**src/hdl/acc_tmc_pkg.sv**
```systemverilog
// Shared types, widths and constants of the accelerometer tilt and motion classifier.
`timescale 1ns / 1ps
`default_nettype none

package acc_tmc_pkg;

  // Field and datapath widths.
  localparam int unsigned SampleW  = 16;
  localparam int unsigned AbsW     = SampleW + 1;
  localparam int unsigned SqW      = 31;
  localparam int unsigned SumW     = 32;
  localparam int unsigned MagW     = 16;
  localparam int unsigned AngleW   = 9;
  localparam int unsigned LimitW   = 16;
  localparam int unsigned ProdW    = 25;
  localparam int unsigned CfgIdxW  = 3;
  localparam int unsigned CfgDataW = 16;

  // One square-root step per result bit.
  localparam int unsigned SqrtSteps = MagW;

  // angle = floor(|a| * 11 / 1000) as a multiply by 11 * ceil(2^29 / 1000) and a shift.
  localparam int unsigned AngleMulW  = 23;
  localparam int unsigned AngleProdW = AbsW + AngleMulW;
  localparam int unsigned AngleShift = 29;
  localparam logic [AngleMulW-1:0] AngleMul = 23'd5905581;

  // duty = floor(p / 90) as a multiply by ceil(2^31 / 90) and a shift.
  localparam int unsigned DutyMulW  = 25;
  localparam int unsigned DutyProdW = ProdW + DutyMulW;
  localparam int unsigned DutyShift = 31;
  localparam int unsigned DutyQW    = DutyProdW - DutyShift;
  localparam logic [DutyMulW-1:0] DutyMul = 25'd23860930;

  // Configuration register indexes.
  localparam logic [CfgIdxW-1:0] CfgTiltLimitX   = 3'd0;
  localparam logic [CfgIdxW-1:0] CfgTiltLimitY   = 3'd1;
  localparam logic [CfgIdxW-1:0] CfgStillSwing   = 3'd2;
  localparam logic [CfgIdxW-1:0] CfgRestMag      = 3'd3;
  localparam logic [CfgIdxW-1:0] CfgAccelLimit   = 3'd4;
  localparam logic [CfgIdxW-1:0] CfgPwmPeriod    = 3'd5;
  localparam logic [CfgIdxW-1:0] CfgLedMinAngle  = 3'd6;

  // Configuration reset values.
  localparam logic [AngleW-1:0] RstTiltLimit   = 9'd15;
  localparam logic [LimitW-1:0] RstStillSwing  = 16'd500;
  localparam logic [LimitW-1:0] RstRestMag     = 16'd8000;
  localparam logic [LimitW-1:0] RstAccelLimit  = 16'd13000;
  localparam logic [LimitW-1:0] RstPwmPeriod   = 16'd4095;
  localparam logic [AngleW-1:0] RstLedMinAngle = 9'd5;

  typedef struct packed {
    logic signed [SampleW-1:0] accel_x;
    logic signed [SampleW-1:0] accel_y;
    logic signed [SampleW-1:0] accel_z;
  } in_item_t;

  typedef struct packed {
    logic [MagW-1:0]   magnitude;
    logic [AngleW-1:0] angle_x;
    logic [AngleW-1:0] angle_y;
    logic [LimitW-1:0] duty_x;
    logic [LimitW-1:0] duty_y;
    logic              tilted;
    logic              moving;
    logic              excessive;
  } out_item_t;

  typedef struct packed {
    logic [AngleW-1:0] tilt_limit_x;
    logic [AngleW-1:0] tilt_limit_y;
    logic [LimitW-1:0] still_swing;
    logic [LimitW-1:0] rest_magnitude;
    logic [LimitW-1:0] accel_limit;
    logic [LimitW-1:0] pwm_period_count;
    logic [AngleW-1:0] led_min_angle;
  } cfg_t;

  // Tilt results that ride along with the square root.
  typedef struct packed {
    logic [AngleW-1:0] angle_x;
    logic [AngleW-1:0] angle_y;
    logic [ProdW-1:0]  prod_x;
    logic [ProdW-1:0]  prod_y;
    logic              duty_en_x;
    logic              duty_en_y;
    logic              tilted;
  } tilt_tag_t;

endpackage

`default_nettype wire

```
**src/hdl/acc_tmc_sqsum.sv**
```systemverilog
// Two-stage sum of squares of the three absolute axis values.
`timescale 1ns / 1ps
`default_nettype none

module acc_tmc_sqsum (
  input  wire logic                            clk,
  input  wire logic                            rst_n,
  input  wire logic                            in_valid,
  input  wire logic [acc_tmc_pkg::AbsW-1:0]    abs_x,
  input  wire logic [acc_tmc_pkg::AbsW-1:0]    abs_y,
  input  wire logic [acc_tmc_pkg::AbsW-1:0]    abs_z,
  output logic                                 out_valid,
  output logic [acc_tmc_pkg::SumW-1:0]         out_sum
);

  localparam int unsigned AbsW    = acc_tmc_pkg::AbsW;
  localparam int unsigned SqW     = acc_tmc_pkg::SqW;
  localparam int unsigned SumW    = acc_tmc_pkg::SumW;
  localparam int unsigned SqFullW = 2 * AbsW;

  logic [SqFullW-1:0] sqx_full, sqy_full, sqz_full;
  logic [SqW-1:0]     sqx_r, sqy_r, sqz_r;
  logic               sq_vld_r;
  logic [SumW-1:0]    sum_nxt, sum_r;
  logic               sum_vld_r;

  // Each square is at most 2^30, so 31 bits hold it.
  assign sqx_full = SqFullW'(abs_x) * SqFullW'(abs_x);
  assign sqy_full = SqFullW'(abs_y) * SqFullW'(abs_y);
  assign sqz_full = SqFullW'(abs_z) * SqFullW'(abs_z);

  // Three squares can reach 3 * 2^30, which still fits 32 bits.
  assign sum_nxt = SumW'(sqx_r) + SumW'(sqy_r) + SumW'(sqz_r);

  // Valid bits.
  always_ff @(posedge clk) begin
    if (!rst_n) begin
      sq_vld_r  <= 1'b0;
      sum_vld_r <= 1'b0;
    end else begin
      sq_vld_r  <= in_valid;
      sum_vld_r <= sq_vld_r;
    end
  end

  // Payload registers.
  always_ff @(posedge clk) begin
    sqx_r <= sqx_full[SqW-1:0];
    sqy_r <= sqy_full[SqW-1:0];
    sqz_r <= sqz_full[SqW-1:0];
    sum_r <= sum_nxt;
  end

  assign out_valid = sum_vld_r;
  assign out_sum   = sum_r;

endmodule

`default_nettype wire

```
**config.mk**
```make
export PLATFORM = sky130hd
export DESIGN_NAME = acc_tmc_sqsum
export DESIGN_NICKNAME = d
export VERILOG_FILES = /design/src/hdl/acc_tmc_pkg.sv /design/src/hdl/acc_tmc_sqsum.sv
export SDC_FILE = /design/constraint.sdc
export NUM_CORES = 2
export LEC_CHECK = 0
export ABC_AREA = 1
export BUFFER_PORTS_ARGS = -buffer_cell sky130_fd_sc_hd__buf_2
export CAP_MARGIN = 20
export CORE_ASPECT_RATIO = 1.1
export CORE_MARGIN = 1.5
export CORE_UTILIZATION = 50
export DETAILED_ROUTE_END_ITERATION = 10
export PLACE_DENSITY = 0.69
export SYNTH_ARGS = -nofsm -noshare
export SYNTH_HDL_FRONTEND = slang
export SYNTH_SLANG_ARGS = --single-unit
```
**constraint.sdc**
```tcl
create_clock -name clk -period 6.47 [get_ports clk]
set_clock_uncertainty 0.1 [all_clocks]
set_input_delay 1.294 -clock clk [delete_from_list [all_inputs] [get_ports clk]]
set_output_delay 1.294 -clock clk [all_outputs]
set_load 0.1 [all_outputs]
```
==> summary.txt <==
Floorplanning
  • I/O pin cnt: 87
  • Initial Utilization: 50.6%
  • Chip height: 266 um
  • Die X: 242 um
  • # rows: 96
  • Die area: 64600 um^2
  • Placeable Area: 62300 um^2

Route
  • Vias per cell: 4.73
  • DRT Wirelength: 68100 um
  • DR iter-0 viols: 1398
  • WL per Instance: 13.3 um
  • Router iterations before antenna repair: 6
  • Drt drc: 0
  • Vias: 24153
  • Routed Antenna Nets: 0

Finish
  • Share of post-route cells with drive strength above 1: 6.87%
  • Layout area overhead: 7.63%
  • Antenna diode count: 0
  • # nets final: 5242

STA
  • Worst setup margin: 0.333 ns
  • Final Critical Period: 6.14 ns
  • Fin crit share: 94.9%
  • Hold WS: 0.310 ns
  • RSZ-0062 raised after global routing: no
  • Final slew viol count: 0
  • Fmax: 163 MHz
  • Setup-failing EPs final: 0
  • Final hold vios: 0

Clock tree
  • Clk Latency, worst-skew pair: 0.42 ns
  • Sink Count: 124
  • Num CTS Buffers: 17
  • TritonCTS clock tree: yes
  • Post-CTS Setup Bufs: 0
  • Clock-pin slew on the worst setup and hold paths: 0.05 ns
  • Cts repair resizes: 0
  • H-Tree Depth: 4
  • Hold_buf cts: 0
  • Max clock buf depth: 2
  • CTS root buffer: clkbuf_16

Status
  • Outcome: completed

Setup path
  • Worst Path Required: 6.68 ns
  • Setup CP Type: in -> reg
  • CP Launch Type: primary input
  • Worst setup EP type: register
  • Worst-path fanout max: 14
  • WP data arrival: 6.35 ns

Logic synthesis
  • Mean Syn Cell Area: 7.57 um^2
  • Register area share after synthesis: 7.87%
  • Distinct cells, synth: 35
  • Synth warnings: 0
  • FF+latch count, synth: 124
  • Synthesized area: 31500 um^2
  • Post-Syn Instances: 4164

Worst hold path
  • Hold crit path type: reg -> reg

GRT
  • Initial antenna violation count: 0
  • Global route overflow: 0
  • Number of global-route vias before repair: 25246
  • GRT Total Usage: 22.4%
  • Largest net degree at the start of global routing: 17
  • First-pass GRT wire length: 118000 um

Placed design
  • Routability congestion estimate: 0.910
  • Place WS: -0.0406 ns
  • Hpwl dp: 61400 um
  • Port Buffers: 86

Run
  • Max cap viols: 0
## worst paths after layout
| kind | slack [ns] | end | depth (start not counted) | from |
|---|---|---|---|---|
| min reg2reg | 0.31 | out_valid | 2 | sq_vld_r |
| max | 0.33 | sqz_r[29] | 22 | abs_z[7] |
| max reg2reg | 3.89 | out_sum[29] | 10 | sqz_r[11] |
| min | 0.31 | out_valid | 2 | sq_vld_r |
## stage by stage
step	instance area, um^2	TNS (ns)	util (%)	instances
global route	33900	0	54.4	5111
floorplan	31500	0	-	4166
detailed placement	33300	-0.120	53.5	5079
finish	33900	0	54.4	5111
CTS	33900	0	54.4	5111
global placement	33300	-0.0250	53.5	5079
## state kept, by name (all words and copies together) (netlist names)
register,flops
sqz_r,30
sq_vld_r,1
sqy_r,30
sqx_r,30
out_sum,32
out_valid,1
## synth_stat cells (all sizes together)
| master | count | share of area (%) |
|---|---|---|
| a21o | 5 | 0.12 |
| a21oi | 86 | 1.4 |
| and2 | 8 | 0.17 |
| and3 | 2 | 0.040 |
| buf | 1 | 0.016 |
| clkbuf | 97 | 1.2 |
| conb | 1 | 0.012 |
| dfxtp | 124 | 7.9 |
| fa | 603 | 38 |
| ha | 320 | 13 |
| inv | 1345 | 16 |
| nand2 | 1099 | 13 |
| nand3 | 110 | 1.9 |
| nand3b | 2 | 0.048 |
| nand4 | 37 | 0.73 |
| nor2 | 162 | 2.3 |
| nor3 | 16 | 0.35 |
| o21ai | 15 | 0.24 |
| o21bai | 26 | 0.63 |
| or2 | 8 | 0.16 |
| xnor2 | 27 | 0.75 |
| xor2 | 70 | 1.9 |
## layer usage
metal  global-route usage [%]  up-vias  routed length (um)
li1                         -    11956                   -
met1                     30.4    11670               30900
met2                     40.1      470               33600
met3                     1.44       57                2750
met4                     3.72        0                 851
met5                        0        -                   0
## worst max-delay path: stages
cell     delay [ns]
buf_2          0.30
nand2_1        0.14
fa_1           0.59
inv_1          0.07
fa_1           0.51
inv_1          0.06
fa_1           0.53
inv_1          0.05
fa_1           0.39
fa_1           0.51
inv_1          0.05
fa_1           0.47
inv_1          0.04
ha_1           0.33
a21oi_1        0.41
nand2_1        0.15
nand2_1        0.14
nand2_1        0.06
nand2_1        0.08
nand3_1        0.08
nand2_1        0.07
nand2_1        0.04
## layout by cell type, fill, tap and decap left out, drive strengths merged
master and n:
nand4 37, xnor2 27, fa 603, xor2 70
ha 320, buf 178, nor2 162, and3 2
bufinv 3, nor3 16, nand3b 2, clkbuf 21
o21ai 15, or2 8, nand3 110, conb 3
and2 8, a21o 5, inv 1345, nand2 1099
o21bai 26, a21oi 86, clkinvlp 4, dfxtp 124
clkinv 4
## layout make-up
type,instances,area (um^2)
sequential,124,2480
fill,5905,28400
timing repair buffer,178,1130
inverter,1345,5050
multi-input combinational,2599,23600
tap,833,1040
clock inverter,11,144
clock buffer,21,450
## cells by family after synthesis
| family | after synthesis | synth area share (%) |
|---|---|---|
| xor gates and xnor gates | 97 | 2.69 |
| DFF | 124 | 7.87 |
| and+or+nand+nor | 1444 | 18.9 |
| buffers and inverters | 1443 | 17.2 |
| AOI/OAI and AO/OA | 132 | 2.38 |
| adders and majority gates | 923 | 51.0 |
| other | 1 | 0.0119 |
Power is left out: the tool's default activity adds up to more than one toggle a clock period on the data nets, which glitch-free logic cannot reach.
