`config.mk`:
```
export PLATFORM = sky130hd
export DESIGN_NAME = acc_tmc_sqrt
export DESIGN_NICKNAME = d
export VERILOG_FILES = /design/src/hdl/acc_tmc_pkg.sv /design/src/hdl/acc_tmc_sqrt.sv
export SDC_FILE = /design/constraint.sdc
export NUM_CORES = 1
export LEC_CHECK = 0
export BUFFER_PORTS_ARGS = -buffer_cell sky130_fd_sc_hd__buf_2
export CAP_MARGIN = 20
export CORE_MARGIN = 3
export CORE_UTILIZATION = 38
export CTS_BUF_LIST = sky130_fd_sc_hd__clkbuf_4 sky130_fd_sc_hd__clkbuf_8 sky130_fd_sc_hd__clkbuf_16
export DETAILED_ROUTE_END_ITERATION = 6
export PLACE_DENSITY = 0.52
export SLEW_MARGIN = 25
export SYNTH_ARGS = -nofsm -noshare
export SYNTH_HDL_FRONTEND = slang
export SYNTH_SLANG_ARGS = --single-unit
export TNS_END_PERCENT = 5
```
`constraint.sdc`:
```
create_clock -name clk -period 4 [get_ports clk]
set_input_delay 0.8 -clock clk [delete_from_list [all_inputs] [get_ports clk]]
set_output_delay 0.8 -clock clk [all_outputs]
set_load 0.005 [all_outputs]
```
`src/hdl/acc_tmc_pkg.sv`:
```
// Shared types, widths and constants of the accelerometer tilt and motion classifier.
`timescale 1ns / 1ps
`default_nettype none

package acc_tmc_pkg;

  // Field and datapath widths.
  localparam int unsigned SampleW  = 16;
  localparam int unsigned AbsW     = SampleW + 1;
  localparam int unsigned SqW      = 31;
  localparam int unsigned SumW     = 32;
  localparam int unsigned MagW     = 16;
  localparam int unsigned AngleW   = 9;
  localparam int unsigned LimitW   = 16;
  localparam int unsigned ProdW    = 25;
  localparam int unsigned CfgIdxW  = 3;
  localparam int unsigned CfgDataW = 16;

  // One square-root step per result bit.
  localparam int unsigned SqrtSteps = MagW;

  // angle = floor(|a| * 11 / 1000) as a multiply by 11 * ceil(2^29 / 1000) and a shift.
  localparam int unsigned AngleMulW  = 23;
  localparam int unsigned AngleProdW = AbsW + AngleMulW;
  localparam int unsigned AngleShift = 29;
  localparam logic [AngleMulW-1:0] AngleMul = 23'd5905581;

  // duty = floor(p / 90) as a multiply by ceil(2^31 / 90) and a shift.
  localparam int unsigned DutyMulW  = 25;
  localparam int unsigned DutyProdW = ProdW + DutyMulW;
  localparam int unsigned DutyShift = 31;
  localparam int unsigned DutyQW    = DutyProdW - DutyShift;
  localparam logic [DutyMulW-1:0] DutyMul = 25'd23860930;

  // Configuration register indexes.
  localparam logic [CfgIdxW-1:0] CfgTiltLimitX   = 3'd0;
  localparam logic [CfgIdxW-1:0] CfgTiltLimitY   = 3'd1;
  localparam logic [CfgIdxW-1:0] CfgStillSwing   = 3'd2;
  localparam logic [CfgIdxW-1:0] CfgRestMag      = 3'd3;
  localparam logic [CfgIdxW-1:0] CfgAccelLimit   = 3'd4;
  localparam logic [CfgIdxW-1:0] CfgPwmPeriod    = 3'd5;
  localparam logic [CfgIdxW-1:0] CfgLedMinAngle  = 3'd6;

  // Configuration reset values.
  localparam logic [AngleW-1:0] RstTiltLimit   = 9'd15;
  localparam logic [LimitW-1:0] RstStillSwing  = 16'd500;
  localparam logic [LimitW-1:0] RstRestMag     = 16'd8000;
  localparam logic [LimitW-1:0] RstAccelLimit  = 16'd13000;
  localparam logic [LimitW-1:0] RstPwmPeriod   = 16'd4095;
  localparam logic [AngleW-1:0] RstLedMinAngle = 9'd5;

  typedef struct packed {
    logic signed [SampleW-1:0] accel_x;
    logic signed [SampleW-1:0] accel_y;
    logic signed [SampleW-1:0] accel_z;
  } in_item_t;

  typedef struct packed {
    logic [MagW-1:0]   magnitude;
    logic [AngleW-1:0] angle_x;
    logic [AngleW-1:0] angle_y;
    logic [LimitW-1:0] duty_x;
    logic [LimitW-1:0] duty_y;
    logic              tilted;
    logic              moving;
    logic              excessive;
  } out_item_t;

  typedef struct packed {
    logic [AngleW-1:0] tilt_limit_x;
    logic [AngleW-1:0] tilt_limit_y;
    logic [LimitW-1:0] still_swing;
    logic [LimitW-1:0] rest_magnitude;
    logic [LimitW-1:0] accel_limit;
    logic [LimitW-1:0] pwm_period_count;
    logic [AngleW-1:0] led_min_angle;
  } cfg_t;

  // Tilt results that ride along with the square root.
  typedef struct packed {
    logic [AngleW-1:0] angle_x;
    logic [AngleW-1:0] angle_y;
    logic [ProdW-1:0]  prod_x;
    logic [ProdW-1:0]  prod_y;
    logic              duty_en_x;
    logic              duty_en_y;
    logic              tilted;
  } tilt_tag_t;

endpackage

`default_nettype wire

```
`src/hdl/acc_tmc_sqrt.sv`:
```
// Pipelined integer square root, one result bit per stage, with a side tag carried along.
`timescale 1ns / 1ps
`default_nettype none

module acc_tmc_sqrt (
  input  wire logic                         clk,
  input  wire logic                         rst_n,
  input  wire logic                         in_valid,
  input  wire logic [acc_tmc_pkg::SumW-1:0] in_rad,
  input  wire acc_tmc_pkg::tilt_tag_t       in_tag,
  output logic                              out_valid,
  output logic [acc_tmc_pkg::MagW-1:0]      out_root,
  output acc_tmc_pkg::tilt_tag_t            out_tag
);

  localparam int unsigned Steps  = acc_tmc_pkg::SqrtSteps;
  localparam int unsigned SumW   = acc_tmc_pkg::SumW;
  localparam int unsigned MagW   = acc_tmc_pkg::MagW;
  localparam int unsigned RemW   = MagW + 2;
  localparam int unsigned TrialW = RemW + 2;

  logic                   vld_r  [Steps];
  logic [SumW-1:0]        rad_r  [Steps];
  logic [RemW-1:0]        rem_r  [Steps];
  logic [MagW-1:0]        root_r [Steps];
  acc_tmc_pkg::tilt_tag_t tag_r  [Steps];

  genvar k;
  generate
    for (k = 0; k < Steps; k++) begin : g_step
      logic                   cur_vld;
      logic [SumW-1:0]        cur_rad;
      logic [RemW-1:0]        cur_rem;
      logic [MagW-1:0]        cur_root;
      acc_tmc_pkg::tilt_tag_t cur_tag;
      logic [TrialW-1:0]      tval, trial;
      logic                   fit;

      // The first step starts from the radicand with an empty root and remainder.
      if (k == 0) begin : g_first
        assign cur_vld  = in_valid;
        assign cur_rad  = in_rad;
        assign cur_rem  = '0;
        assign cur_root = '0;
        assign cur_tag  = in_tag;
      end else begin : g_next
        assign cur_vld  = vld_r[k-1];
        assign cur_rad  = rad_r[k-1];
        assign cur_rem  = rem_r[k-1];
        assign cur_root = root_r[k-1];
        assign cur_tag  = tag_r[k-1];
      end

      // Bring down two radicand bits and try the next root bit.
      assign tval  = {cur_rem, cur_rad[SumW-1 -: 2]};
      assign trial = TrialW'({cur_root, 2'b01});
      assign fit   = tval >= trial;

      always_ff @(posedge clk) begin
        if (!rst_n) begin
          vld_r[k] <= 1'b0;
        end else begin
          vld_r[k] <= cur_vld;
        end
      end

      // The remainder stays below 2 * root + 1, so RemW bits hold it.
      always_ff @(posedge clk) begin
        rad_r[k]  <= {cur_rad[SumW-3:0], 2'b00};
        rem_r[k]  <= fit ? RemW'(tval - trial) : RemW'(tval);
        root_r[k] <= {cur_root[MagW-2:0], fit};
        tag_r[k]  <= cur_tag;
      end
    end
  endgenerate

  assign out_valid = vld_r[Steps-1];
  assign out_root  = root_r[Steps-1];
  assign out_tag   = tag_r[Steps-1];

endmodule

`default_nettype wire

```
==> reports/qor.txt <==
Status: finished clean
Core box area: 119,000 sq um
Final ANT Viol Nets: 0
Worst EP arrival: 3.71 ns
Dpl ws: 0.958 ns
Post-synthesis instance area: 45,700 sq um
Slew Limit Fails: 0
Die area: 124,000 sq um
Synth async-reset ratio: 0%
Layout cell share with drive strength beyond 1: 15.2%
# rows: 126
Fill cell count: 10,575
Max-cap violations: 0
Largest net degree at the start of global routing: 31
Synth area leaders: dfxtp_1 (78%), ha_1 (4.2%), xnor2_1 (1.8%)
Worst slew margin: 41.8%
Starting density of the core: 38.5%
Number of instances in the placed design: 5,094
Final WS setup: 0.904 ns
Yosys cell types: 75
Endpoints failing hold: 0
WS Path Type: reg -> reg
XOR/XNOR share of the synthesized area: 3.53%
Number of buffers added on ports: 193
Global Route met3 Usage: 3.03%
Syn Nets: 3,579
Dpl cell area: 48,600 sq um
CP Capture Type: flip-flop
Via count: 22,256
VDD IR max: 0.433 mV
Worst Path Required: 4.61 ns
Global-route usage over all layers: 9.97%
GRT met1 Usage: 11.4%
Avg WL per Cell: 11.4 um
Max Freq: 323 MHz
Number of global-route vias before repair: 22,059
Worst Hold Class: in -> reg
Worst-path clk slew: 0.06 ns
CTS Sinks: 1,778
Simple-gate share of the synthesized area: 6.07%
Unrepaired setup endpoints after global routing: no
Worst Skew: 0.0345 ns
Synth top area share: 77.9%
Crit path max fanout: 22
Number of flops mapped to enable cells by yosys: 0
Mux cell area share after synthesis: 0.799%
Commonest non-fill, non-tap cells in the layout: dfxtp_1 (1,778), buf_2 (193), inv_1 (188)
HPWL after DPL: 40,400 um
Syn-to-layout area delta: 19.9%
Design area: 54,800 sq um
Drt pass-1 iters: 6
Initial antenna violation count: 1
Setup crit start kind: flip-flop
Post-cts sizing count: 0
CTS tree: yes
Fin cells: 5,413
Setup TNS: 0 ns
Compound-Gate Fraction of Synth Area: 5.74%
Pwr dens: 727 nW/um^2
Commonest non-fill, non-tap cell in the layout: dfxtp_1
Remaining Overflow, GRT: 0
Clock Latency Late Sink: 0.76 ns
Min Tclk post-route: 3.10 ns
Setup-failing EPs final: 0
Iteration-0 DRC Markers: 893
Seq/Total Area, Yosys: 77.9%
CTS Hold Buffers Added: 0
Most Crowded Layer GR: met2
GP Congestion: 0.859
DRC: 0
Total Wirelength: 61,800 um
Leading area contributor after synthesis: dfxtp_1
Ys flop type: dfxtp_1
Yosys reg bits: 1,778
H-tree levels: 4
Leakage Power: 24.4 nW
WHS: 0.129 ns
Final Cycle Share: 77.4%
First-pass GRT wire length: 103,000 um
Antenna diodes: 0
CTS Buf Count: 173
Post-Syn Instances: 3,320
Met2 Use GR: 16.4%
Largest family of logic cells by synthesized area: simple AND/OR/NAND/NOR gates
Clock Tree Root: clkbuf_16
Post-synthesis adder-cell area fraction: 4.19%
# nets final: 3,928
Maximum clock insertion buffer count: 3
Drt via density: 4.11
Synth Area per Inst: 13.8 sq um
Die height: 353 um
Worst Tran Pin Value: 0.872 ns
Post-CTS Setup Inserts: 0
Chip width: 353 um
Io pins: 194
Syn. warnings: 0
[cell families after synthesis]
| family | count (synthesis) |
|---|---|
| fa+ha+maj | 153 |
| xor+xnor | 184 |
| flops | 1778 |
| other cells | 1 |
| buf+inv | 215 |
| simple gates | 547 |
| mux | 33 |
| compound gates | 409 |
[per-layer routing]
| metal | vias up | share of wire, % |
|---|---|---|
| met5 | - | 0 |
| met4 | 0 | 4.5 |
| met3 | 199 | 5.0 |
| met2 | 414 | 46 |
| met1 | 9974 | 44 |
| li1 | 11669 | - |
[critical path: stages, from the launching register on]
cell and delay (ns):
dfxtp_1 0.32, inv_1 0.04, ha_1 0.34, o21ai_0 0.14
a21oi_1 0.27, o311ai_0 0.20, buf_4 0.19, and3_1 0.18
o211ai_1 0.53, buf_4 0.37, mux2_2 0.36
[synth_stat cells, drive strengths merged (6+ instances only)]
master and number:
ha 153, o211ai 13, nand2b 28, or2 6
and3 7, nand4 21, o31ai 11, or3 21
a211oi 11, a31o 6, nand2 102, nor4 44
buf 11, a31oi 12, nor2 159, o21bai 9
nand3 30, nor2b 27, o21ai 78, inv 188
xor2 91, mux2 28, a21oi 153, nor3 47
a21o 34, clkbuf 16, or4 11, o21a 35
dfxtp 1778, nand3b 9, xnor2 93, and2 21
[final timing paths]
check	from	end	slack [ns]	cells after the start
setup / recovery	root_r[1][81]	rem_r[14][7]	0.90	10
hold reg to reg	tag_r[0][557]	tag_r[1][60]	0.31	0
hold / removal	in_rad[21]	rad_r[0][21]	0.13	1
setup reg to reg	root_r[1][81]	rem_r[14][7]	0.90	10
[flip-flops by register name, indices dropped and copies added (netlist names)]
signal	flops
rad_r	240
rem_r	250
root_r	136
tag_r	1136
vld_r	16
[area by class of cell]
| cell class | instances | area, sq um | share of cell area [%] |
|---|---|---|---|
| Clock buffer | 262 | 5310 | 9.69 |
| Multi-Input combinational cell | 1327 | 9300 | 17.0 |
| Timing Repair Buffer | 201 | 1030 | 1.87 |
| Inverter | 188 | 706 | 1.29 |
| Tap cell | 1600 | 2000 | 3.65 |
| Sequential cell | 1778 | 35600 | 65.0 |
| Clock inverter | 57 | 861 | 1.57 |
[per-stage QoR]
stage / utilization (%) / total power (W)
2_1_floorplan: - / 0.0228
3_3_place_gp: 41.0 / 0.0236
3_5_place_dp: 41.0 / 0.0237
4_1_cts: 46.2 / 0.0406
5_1_grt: 46.2 / 0.0419
6_report: 46.2 / 0.0399
[report_power, final]
| group | internal (W) | switching, W | total (W) | leakage [nW] |
|---|---|---|---|---|
| Clock | 0.0100 | 0.00655 | 0.0166 | 3.07 |
| Combinational | 0.00146 | 0.00153 | 0.00299 | 6.34 |
| Sequential | 0.0194 | 0.000851 | 0.0203 | 15.0 |
(Power assumes the default switching activity.)
