### src/hdl/acc_tmc_pkg.sv
// Shared types, widths and constants of the accelerometer tilt and motion classifier.
`timescale 1ns / 1ps
`default_nettype none

package acc_tmc_pkg;

  // Field and datapath widths.
  localparam int unsigned SampleW  = 16;
  localparam int unsigned AbsW     = SampleW + 1;
  localparam int unsigned SqW      = 31;
  localparam int unsigned SumW     = 32;
  localparam int unsigned MagW     = 16;
  localparam int unsigned AngleW   = 9;
  localparam int unsigned LimitW   = 16;
  localparam int unsigned ProdW    = 25;
  localparam int unsigned CfgIdxW  = 3;
  localparam int unsigned CfgDataW = 16;

  // One square-root step per result bit.
  localparam int unsigned SqrtSteps = MagW;

  // angle = floor(|a| * 11 / 1000) as a multiply by 11 * ceil(2^29 / 1000) and a shift.
  localparam int unsigned AngleMulW  = 23;
  localparam int unsigned AngleProdW = AbsW + AngleMulW;
  localparam int unsigned AngleShift = 29;
  localparam logic [AngleMulW-1:0] AngleMul = 23'd5905581;

  // duty = floor(p / 90) as a multiply by ceil(2^31 / 90) and a shift.
  localparam int unsigned DutyMulW  = 25;
  localparam int unsigned DutyProdW = ProdW + DutyMulW;
  localparam int unsigned DutyShift = 31;
  localparam int unsigned DutyQW    = DutyProdW - DutyShift;
  localparam logic [DutyMulW-1:0] DutyMul = 25'd23860930;

  // Configuration register indexes.
  localparam logic [CfgIdxW-1:0] CfgTiltLimitX   = 3'd0;
  localparam logic [CfgIdxW-1:0] CfgTiltLimitY   = 3'd1;
  localparam logic [CfgIdxW-1:0] CfgStillSwing   = 3'd2;
  localparam logic [CfgIdxW-1:0] CfgRestMag      = 3'd3;
  localparam logic [CfgIdxW-1:0] CfgAccelLimit   = 3'd4;
  localparam logic [CfgIdxW-1:0] CfgPwmPeriod    = 3'd5;
  localparam logic [CfgIdxW-1:0] CfgLedMinAngle  = 3'd6;

  // Configuration reset values.
  localparam logic [AngleW-1:0] RstTiltLimit   = 9'd15;
  localparam logic [LimitW-1:0] RstStillSwing  = 16'd500;
  localparam logic [LimitW-1:0] RstRestMag     = 16'd8000;
  localparam logic [LimitW-1:0] RstAccelLimit  = 16'd13000;
  localparam logic [LimitW-1:0] RstPwmPeriod   = 16'd4095;
  localparam logic [AngleW-1:0] RstLedMinAngle = 9'd5;

  typedef struct packed {
    logic signed [SampleW-1:0] accel_x;
    logic signed [SampleW-1:0] accel_y;
    logic signed [SampleW-1:0] accel_z;
  } in_item_t;

  typedef struct packed {
    logic [MagW-1:0]   magnitude;
    logic [AngleW-1:0] angle_x;
    logic [AngleW-1:0] angle_y;
    logic [LimitW-1:0] duty_x;
    logic [LimitW-1:0] duty_y;
    logic              tilted;
    logic              moving;
    logic              excessive;
  } out_item_t;

  typedef struct packed {
    logic [AngleW-1:0] tilt_limit_x;
    logic [AngleW-1:0] tilt_limit_y;
    logic [LimitW-1:0] still_swing;
    logic [LimitW-1:0] rest_magnitude;
    logic [LimitW-1:0] accel_limit;
    logic [LimitW-1:0] pwm_period_count;
    logic [AngleW-1:0] led_min_angle;
  } cfg_t;

  // Tilt results that ride along with the square root.
  typedef struct packed {
    logic [AngleW-1:0] angle_x;
    logic [AngleW-1:0] angle_y;
    logic [ProdW-1:0]  prod_x;
    logic [ProdW-1:0]  prod_y;
    logic              duty_en_x;
    logic              duty_en_y;
    logic              tilted;
  } tilt_tag_t;

endpackage

`default_nettype wire

### src/hdl/acc_tmc_tilt.sv
// Two-stage tilt angle, duty product and tilt flag computation for X and Y.
`timescale 1ns / 1ps
`default_nettype none

module acc_tmc_tilt (
  input  wire logic                         clk,
  input  wire acc_tmc_pkg::cfg_t            cfg,
  input  wire logic [acc_tmc_pkg::AbsW-1:0] abs_x,
  input  wire logic [acc_tmc_pkg::AbsW-1:0] abs_y,
  output acc_tmc_pkg::tilt_tag_t            out_tag
);

  localparam int unsigned AngleW     = acc_tmc_pkg::AngleW;
  localparam int unsigned ProdW      = acc_tmc_pkg::ProdW;
  localparam int unsigned AngleProdW = acc_tmc_pkg::AngleProdW;
  localparam int unsigned AngleShift = acc_tmc_pkg::AngleShift;

  logic [AngleProdW-1:0] angx_prod, angy_prod;
  logic [AngleW-1:0]     angx_r, angy_r;
  acc_tmc_pkg::tilt_tag_t tag_nxt, tag_r;

  // Stage one: angle by reciprocal multiplication; exact for every 17-bit magnitude.
  assign angx_prod = AngleProdW'(abs_x) * AngleProdW'(acc_tmc_pkg::AngleMul);
  assign angy_prod = AngleProdW'(abs_y) * AngleProdW'(acc_tmc_pkg::AngleMul);

  // Stage two: duty products, duty enables and the tilt flag.
  always_comb begin
    tag_nxt.angle_x   = angx_r;
    tag_nxt.angle_y   = angy_r;
    tag_nxt.prod_x    = ProdW'(angx_r) * ProdW'(cfg.pwm_period_count);
    tag_nxt.prod_y    = ProdW'(angy_r) * ProdW'(cfg.pwm_period_count);
    tag_nxt.duty_en_x = angx_r > cfg.led_min_angle;
    tag_nxt.duty_en_y = angy_r > cfg.led_min_angle;
    tag_nxt.tilted    = (angx_r > cfg.tilt_limit_x) || (angy_r > cfg.tilt_limit_y);
  end

  always_ff @(posedge clk) begin
    angx_r <= angx_prod[AngleShift +: AngleW];
    angy_r <= angy_prod[AngleShift +: AngleW];
    tag_r  <= tag_nxt;
  end

  assign out_tag = tag_r;

endmodule

`default_nettype wire

### config.mk
export PLATFORM = sky130hd
export DESIGN_NAME = acc_tmc_tilt
export DESIGN_NICKNAME = d
export VERILOG_FILES = /design/src/hdl/acc_tmc_pkg.sv /design/src/hdl/acc_tmc_tilt.sv
export SDC_FILE = /design/constraint.sdc
export NUM_CORES = 1
export LEC_CHECK = 0
export BUFFER_PORTS_ARGS = -buffer_cell sky130_fd_sc_hd__clkbuf_2
export CORE_ASPECT_RATIO = 1.75
export CORE_MARGIN = 8
export CORE_UTILIZATION = 30
export DETAILED_ROUTE_END_ITERATION = 10
export PLACE_DENSITY = 0.51
export SKIP_CTS_REPAIR_TIMING = 1
export SLEW_MARGIN = 20
export SYNTH_ARGS = -nofsm -noshare
export SYNTH_HDL_FRONTEND = slang
export SYNTH_SLANG_ARGS = --single-unit
### constraint.sdc
create_clock -name clk -period 5.4 [get_ports clk]
set_input_delay 0.81 -clock clk [delete_from_list [all_inputs] [get_ports clk]]
set_output_delay 0.81 -clock clk [all_outputs]
set_load 0.02 [all_outputs]
==> results of run 1 <==
-- layout make-up --
type	instances	share of cell area (%)
clock buffers	9	0.7934
clock inverters	7	0.3570
inverters	687	9.084
multi-input cells	1654	67.98
flip-flops and latches	89	6.281
well taps	1027	4.527
repair buffers	442	10.98
-- through the flow --
stage / area (µm²) / setup TNS, ps / hold slack (ps)
after CTS: 27670 / -1852 / 666.4
after detailed placement: 27340 / -10350 / 669.6
after global placement: 27340 / -9593 / 679.4
after floorplan: 23230 / 0 / 329.0
after global routing: 28390 / -260.3 / 686.4
final: 28390 / 0 / 669.2
-- worst max path at each step --
stage,from,endpoint,cells past startpoint
floorplan,abs_x[2],angx_r[7],18
global placement,abs_x[8],angx_r[2],21
detailed placement,abs_x[8],angx_r[2],21
CTS,abs_x[8],angx_r[2],21
global route,abs_y[16],angy_r[7],19
finish,abs_y[15],angy_r[7],20
-- synth_stat cells, drive strengths merged, types with 3 or more instances --
| cell | n |
|---|---|
| a221oi | 3 |
| a31oi | 5 |
| o211ai | 6 |
| nand4 | 17 |
| nor4 | 4 |
| o31ai | 4 |
| dfxtp | 89 |
| nand3b | 3 |
| fa | 440 |
| xor2 | 23 |
| a2111oi | 5 |
| xnor2 | 37 |
| a21boi | 3 |
| ha | 438 |
| and3 | 7 |
| a211oi | 11 |
| o31a | 3 |
| a21oi | 68 |
| inv | 687 |
| and4 | 3 |
| a211o | 3 |
| nand2b | 5 |
| a21o | 32 |
| clkbuf | 44 |
| a311oi | 4 |
| and2 | 113 |
| a31o | 3 |
| o21a | 20 |
| nor2 | 48 |
| nand3 | 18 |
| o21ai | 46 |
| o21bai | 6 |
| nor3 | 21 |
| nor2b | 11 |
| nand2 | 217 |
-- metal layers --
metal | global-route usage [%] | vias up | routed length, µm
li1 | - | 8404 | -
met1 | 15.82 | 8638 | 24150
met2 | 32.22 | 256 | 38420
met3 | 1.801 | 104 | 1946
met4 | 6.688 | 0 | 2752
met5 | 0 | - | 0
-- worst max-delay path, delay by kind of cell --
kind | cells | cell delay (ps)
adders and majority gates | 7 | 3160
buffers and inverters | 6 | 550
AOI/OAI and AO/OA | 2 | 530
and+or+nand+nor | 4 | 410
muxes | 1 | 170
-- registers in the layout, summed over array words and instances, names as in the netlist --
register	cells
angx_r	9
angy_r	9
out_tag	71
-- cell families after synthesis --
group / after synthesis / synth area share [%]
xor gates and xnor gates: 60 / 2.263
and+or+nand+nor: 476 / 9.856
buffers and inverters: 731 / 11.82
adders and majority gates: 878 / 61.54
AOI/OAI and AO/OA: 238 / 6.768
muxes: 2 / 0.08622
DFF: 89 / 7.673
==> out/qor.csv, run 1 <==
stage,metric,value,unit
global_route,track_usage,15.90,%
detailed_routing,dr.pass1.iters,4,
logic_synthesis,netlist.area_leader.share,37.94,%
detailed_routing,via_count,17402,
detailed_routing,routedWlPerCell,17.18,µm
final_layout,final_common_cell,inv_1,
sta,setup_ws,43.12,ps
floorplanning,ios,197,
min_path,min_path_cells,1,
worst_setup_path,max_stage_delay,610,ps
worst_setup_path,critPathKind,primary input to register,
worst_setup_path,path_cells,buf_8 -> buf_6 -> buf_6 -> fa_1 -> ha_1 -> inv_2 -> fa_1 -> fa_1 -> fa_1 -> fa_1 -> inv_2 -> ha_4 -> nand3_4 -> nor3_4 -> nand3_1 -> a211o_1 -> a31oi_1 -> buf_4 -> mux2i_1 -> nor2_1,
final_layout,diodes,0,
final_layout,fin_util,36.85,%
final_layout,nFillCells,7977,
clocking,path_clk_slew,80,ps
floorplanning,dieArea,86910,µm²
detailed_routing,drcViolationCount,0,
min_path,hold_path.class,register to register,
flow_run,drv_cap,0,
worst_setup_path,crit_fanout,4,
detailed_routing,routed_wl,67270,µm
worst_setup_path,r2r-end,out_tag[27],
logic_synthesis,syn_area_per_cell,9.386,µm²
logic_synthesis,yosys.area.top_type,fa_1,
logic_synthesis,seq_area_frac_synth,7.673,%
place,placedCellCount,3896,
worst_setup_path,critPathRequiredTime,5680,ps
final_layout,layout.cells.non_filler,3915,
logic_synthesis,synth-seq-cells,89,
logic_synthesis,async_flop_share,0,%
status,status,finished clean,
sta,tightest_slew,811.9,ps
sta,rsz0062_at_grt,true,
logic_synthesis,ys.flop_type,dfxtp_1,
sta,final_hold_viol_count,0,
clocking,cts_tree,yes,
worst_setup_path,slowest_stage,fa_1,
sta,fin_crit_sh,99.20,%
place,port_buffers,148,
clocking,numCtsBuffers,9,
worst_setup_path,end_kind,register,
sta,skew,15.96,ps
floorplanning,core,77020,µm²
sta,maxSlewViolCount,0,
worst_setup_path,rr_worst_depth,16,
logic_synthesis,synth-edff-count,0,
floorplanning,rows,135,
final_layout,layout_common_cells,"inv_1, fa_1, ha_1, buf_4, nand2_1",
place,dpl.hpwl,60990,µm
worst_setup_path,critical_path_arrival,5640,ps
place,post-place-ws,-660.8,ps
place,routabilityCongestion,0.9140,
detailed_routing,avgViaCountPerCell,4.445,
global_route,grt_max_degree,19,
logic_synthesis,synth_cell_types,62,
worst_setup_path,r2r-start,angy_r[2],
logic_synthesis,yosysWarningCount,0,
global_route,grt_pass1_vias,19775,
logic_synthesis,syn_area,23220,µm²
final_layout,syn_to_final_growth,22.25,%
floorplanning,initial_core_util,30.15,%
detailed_routing,drt_iter0_drc,454,
final_layout,layout-drive-gt1-share,19.53,%
logic_synthesis,synth_area_leaders,"fa_1, ha_1, inv_1",
min_path,hold_end,out_tag[63],
clocking,clockBufferDepth,2,
global_route,grt.overflow.total,0,
final_layout,multi_input_area,19300,µm²
detailed_routing,ant_nets,0,
logic_synthesis,synth_cells,2474,
floorplanning,dieHeight,384.0,µm
final_layout,fin_nets,3887,
clocking,htree_levels,3,
floorplanning,die_w,226.3,µm
global_route,grt_pass1_wl,105400,µm
final_layout,regArea,1783,µm²
sta,fmax,186.7,MHz
global_route,antenna_found_initial,0,
worst_setup_path,crit_top_cell,fa_1,
logic_synthesis,syn_nets,3478,
sta,period_needed,5357,ps
min_path,min-delay-start,angx_r[1],
worst_setup_path,startpoint_type,primary input,
sta,slew_headroom,45.80,%
sta,report.final.setup_viol,0,
clocking,cts.sinks,89,
clocking,insertion_delay,400,ps
worst_setup_path,reg2reg_slack,280,ps
clocking,cts-root-buf,clkbuf_16,
Power of run 1 is left out: the tool's default activity adds up to more than one toggle a clock period on the data nets, which glitch-free logic cannot reach.
==> inputs of run 2 (changes only) <==
Settings changed: GPL_TIMING_DRIVEN set to 0.
==> run 2 against run 1 <==
Net effect: the run now ends with negative setup slack left; critical endpoint is now angy_r[6]; register-to-register slack got worse by 200 ps; largest cell class unchanged; worst setup slack lost 150 ps; count of clock-buffer cells in the layout rose by 1; highest routed layer is now met5; clock skew fell by 2.6 ps; critical path depth shrank 4; fmax fell by 2.8%; sequential share of layout area is 0.52 points higher.
==> out/qor.csv, run 2 (same netlist as run 1, synthesis figures left out) <==
stage,metric,value,unit,change
clocking,clockBufferDepth,2,,unchanged
global_route,grt.overflow.total,0,,unchanged
floorplanning,ios,197,,unchanged
floorplanning,die_w,226.3,µm,unchanged
min_path,hold_end,out_tag[53],,was out_tag[63]
place,port_buffers,143,,was 148
final_layout,layout.cells.non_filler,3664,,was 3915
worst_setup_path,crit_top_cell,fa_1,,unchanged
sta,fmax,181.4,MHz,was 186.7 MHz
final_layout,largest_reg_flops,71,,unchanged
final_layout,layout-drive-gt1-share,13.05,%,was 19.53%
worst_setup_path,end_kind,register,,unchanged
sta,slew_headroom,34.26,%,was 45.80%
floorplanning,initial_core_util,30.15,%,unchanged
sta,period_needed,5512,ps,was 5357 ps
place,routabilityCongestion,0.8734,,was 0.9140
sta,maxSlewViolCount,0,,unchanged
final_layout,diodes,0,,unchanged
sta,skew,13.40,ps,was 15.96 ps
clocking,htree_levels,3,,unchanged
final_layout,multi_input_area,19450,µm²,was 19300 µm²
clocking,numCtsBuffers,9,,unchanged
worst_setup_path,crit_fanout,7,,was 4
worst_setup_path,path_cells,clkbuf_4 -> fa_2 -> ha_4 -> fa_1 -> inv_1 -> fa_1 -> fa_1 -> fa_1 -> inv_1 -> ha_1 -> nor3b_2 -> o41ai_4 -> a21oi_2 -> or4b_4 -> o221ai_2 -> xnor2_1,,was buf_8 -> buf_6 -> buf_6 -> fa_1 -> ha_1 -> inv_2 -> fa_1 -> fa_1 -> fa_1 -> fa_1 -> inv_2 -> ha_4 -> nand3_4 -> nor3_4 -> nand3_1 -> a211o_1 -> a31oi_1 -> buf_4 -> mux2i_1 -> nor2_1
final_layout,final_common_cell,inv_1,,unchanged
clocking,cts-root-buf,clkbuf_16,,unchanged
detailed_routing,via_count,16593,,was 17.40k
sta,setup_ws,-111.7,ps,was 43.12 ps
final_layout,fin_nets,3637,,was 3887
worst_setup_path,critPathRequiredTime,5720,ps,was 5680 ps
clocking,insertion_delay,400,ps,about the same
min_path,hold_path.class,register to register,,unchanged
final_layout,layout_common_cells,"inv_1, fa_1, ha_1, nand2_1, clkbuf_2",,"was inv_1, fa_1, ha_1, buf_4, nand2_1"
worst_setup_path,r2r-end,out_tag[26],,was out_tag[27]
worst_setup_path,max_stage_delay,600,ps,was 610 ps
global_route,grt_max_degree,16,,was 19
min_path,min-delay-start,angy_r[0],,was angx_r[1]
global_route,grt_pass1_vias,18621,,was 19.78k
status,violations,negative setup slack,,
sta,fin_crit_sh,102.1,%,was 99.20%
detailed_routing,ant_nets,0,,unchanged
worst_setup_path,r2r-start,angy_r[0],,was angy_r[2]
detailed_routing,drcViolationCount,0,,unchanged
status,status,finished with violations,,was finished clean
sta,tightest_slew,977.7,ps,was 811.9 ps
sta,report.final.setup_viol,3,,was 0
sta,finalSetupTns,-148.3,ps,was 0 ps
global_route,grt_pass1_wl,104900,µm,was 105400 µm
worst_setup_path,path_buf_inv,3,,was 6
final_layout,syn_to_final_growth,14.86,%,was 22.25%
floorplanning,rows,135,,unchanged
place,placedCellCount,3644,,was 3896
worst_setup_path,critical_path_arrival,5830,ps,was 5640 ps
worst_setup_path,startpoint_type,primary input,,unchanged
global_route,track_usage,16.13,%,was 15.90%
worst_setup_path,critPathKind,primary input to register,,unchanged
final_layout,regArea,1814,µm²,was 1783 µm²
detailed_routing,routedWlPerCell,18.45,µm,was 17.18 µm
floorplanning,core,77020,µm²,unchanged
worst_setup_path,rr_worst_depth,17,,was 16
min_path,min_path_cells,0,,was 1
floorplanning,dieArea,86910,µm²,unchanged
global_route,antenna_found_initial,1,,was 0
clocking,cts.sinks,89,,unchanged
final_layout,nFillCells,8048,,was 7977
detailed_routing,drt_iter0_drc,457,,was 454
place,post-place-ws,-1204,ps,was -660.8 ps
sta,rsz0062_at_grt,true,,unchanged
clocking,cts_tree,yes,,unchanged
detailed_routing,routed_wl,67600,µm,was 67270 µm
worst_setup_path,cp_top_family,adder cells,,unchanged
floorplanning,dieHeight,384.0,µm,unchanged
detailed_routing,avgViaCountPerCell,4.529,,was 4.445
worst_setup_path,slowest_stage,fa_2,,was fa_1
worst_setup_path,reg2reg_slack,80,ps,was 280 ps
sta,final_hold_viol_count,0,,unchanged
flow_run,drv_cap,0,,unchanged
detailed_routing,dr.pass1.iters,5,,was 4
place,dpl.hpwl,60420,µm,was 60990 µm
clocking,path_clk_slew,80,ps,about the same
-- run 2: worst max-delay path by stage --
stage,startpoint,to,slack (ps),cells past startpoint
final,abs_y[8],angy_r[6],-110,16
after detailed placement,abs_y[6],angy_r[6],-1200,19
after global routing,abs_y[13],angy_r[6],-210,19
after CTS,abs_y[6],angy_r[6],-780,19
after global placement,abs_y[6],angy_r[6],-1100,19
after floorplan,abs_x[2],angx_r[7],3,18
-- run 2: layer usage --
metal | vias to the layer above | global-route usage [%] | share of wire (%) | wire length (µm)
met4 | 2 | 7.479 | 4.2 | 2858
met3 | 106 | 1.770 | 2.7 | 1797
met1 | 8310 | 15.78 | 35 | 23760
met2 | 270 | 32.73 | 58 | 39170
li1 | 7905 | - | - | -
met5 | - | 0 | 0.019 | 13
-- run 2: through the flow --
step                      utilization [%]  cell area, µm²  hold WS (ps)
final                               34.62           26670         487.5
after global routing                34.62           26670         495.6
after CTS                           33.15           25540         371.9
after detailed placement            32.76           25230         358.1
after global placement              32.76           25230         366.0
after floorplan                         -           23230         329.0
-- run 2: cell type report --
class                   instances  area share (%)
multi-input cells            1654           72.93
inverters                     687           9.702
flip-flops and latches         89           6.803
well taps                    1027           4.818
repair buffers                157           3.824
clock buffers                  10          0.8961
plain buffers                  35          0.7976
clock inverters                 5          0.2346
Power of run 2 is left out for the same reason.
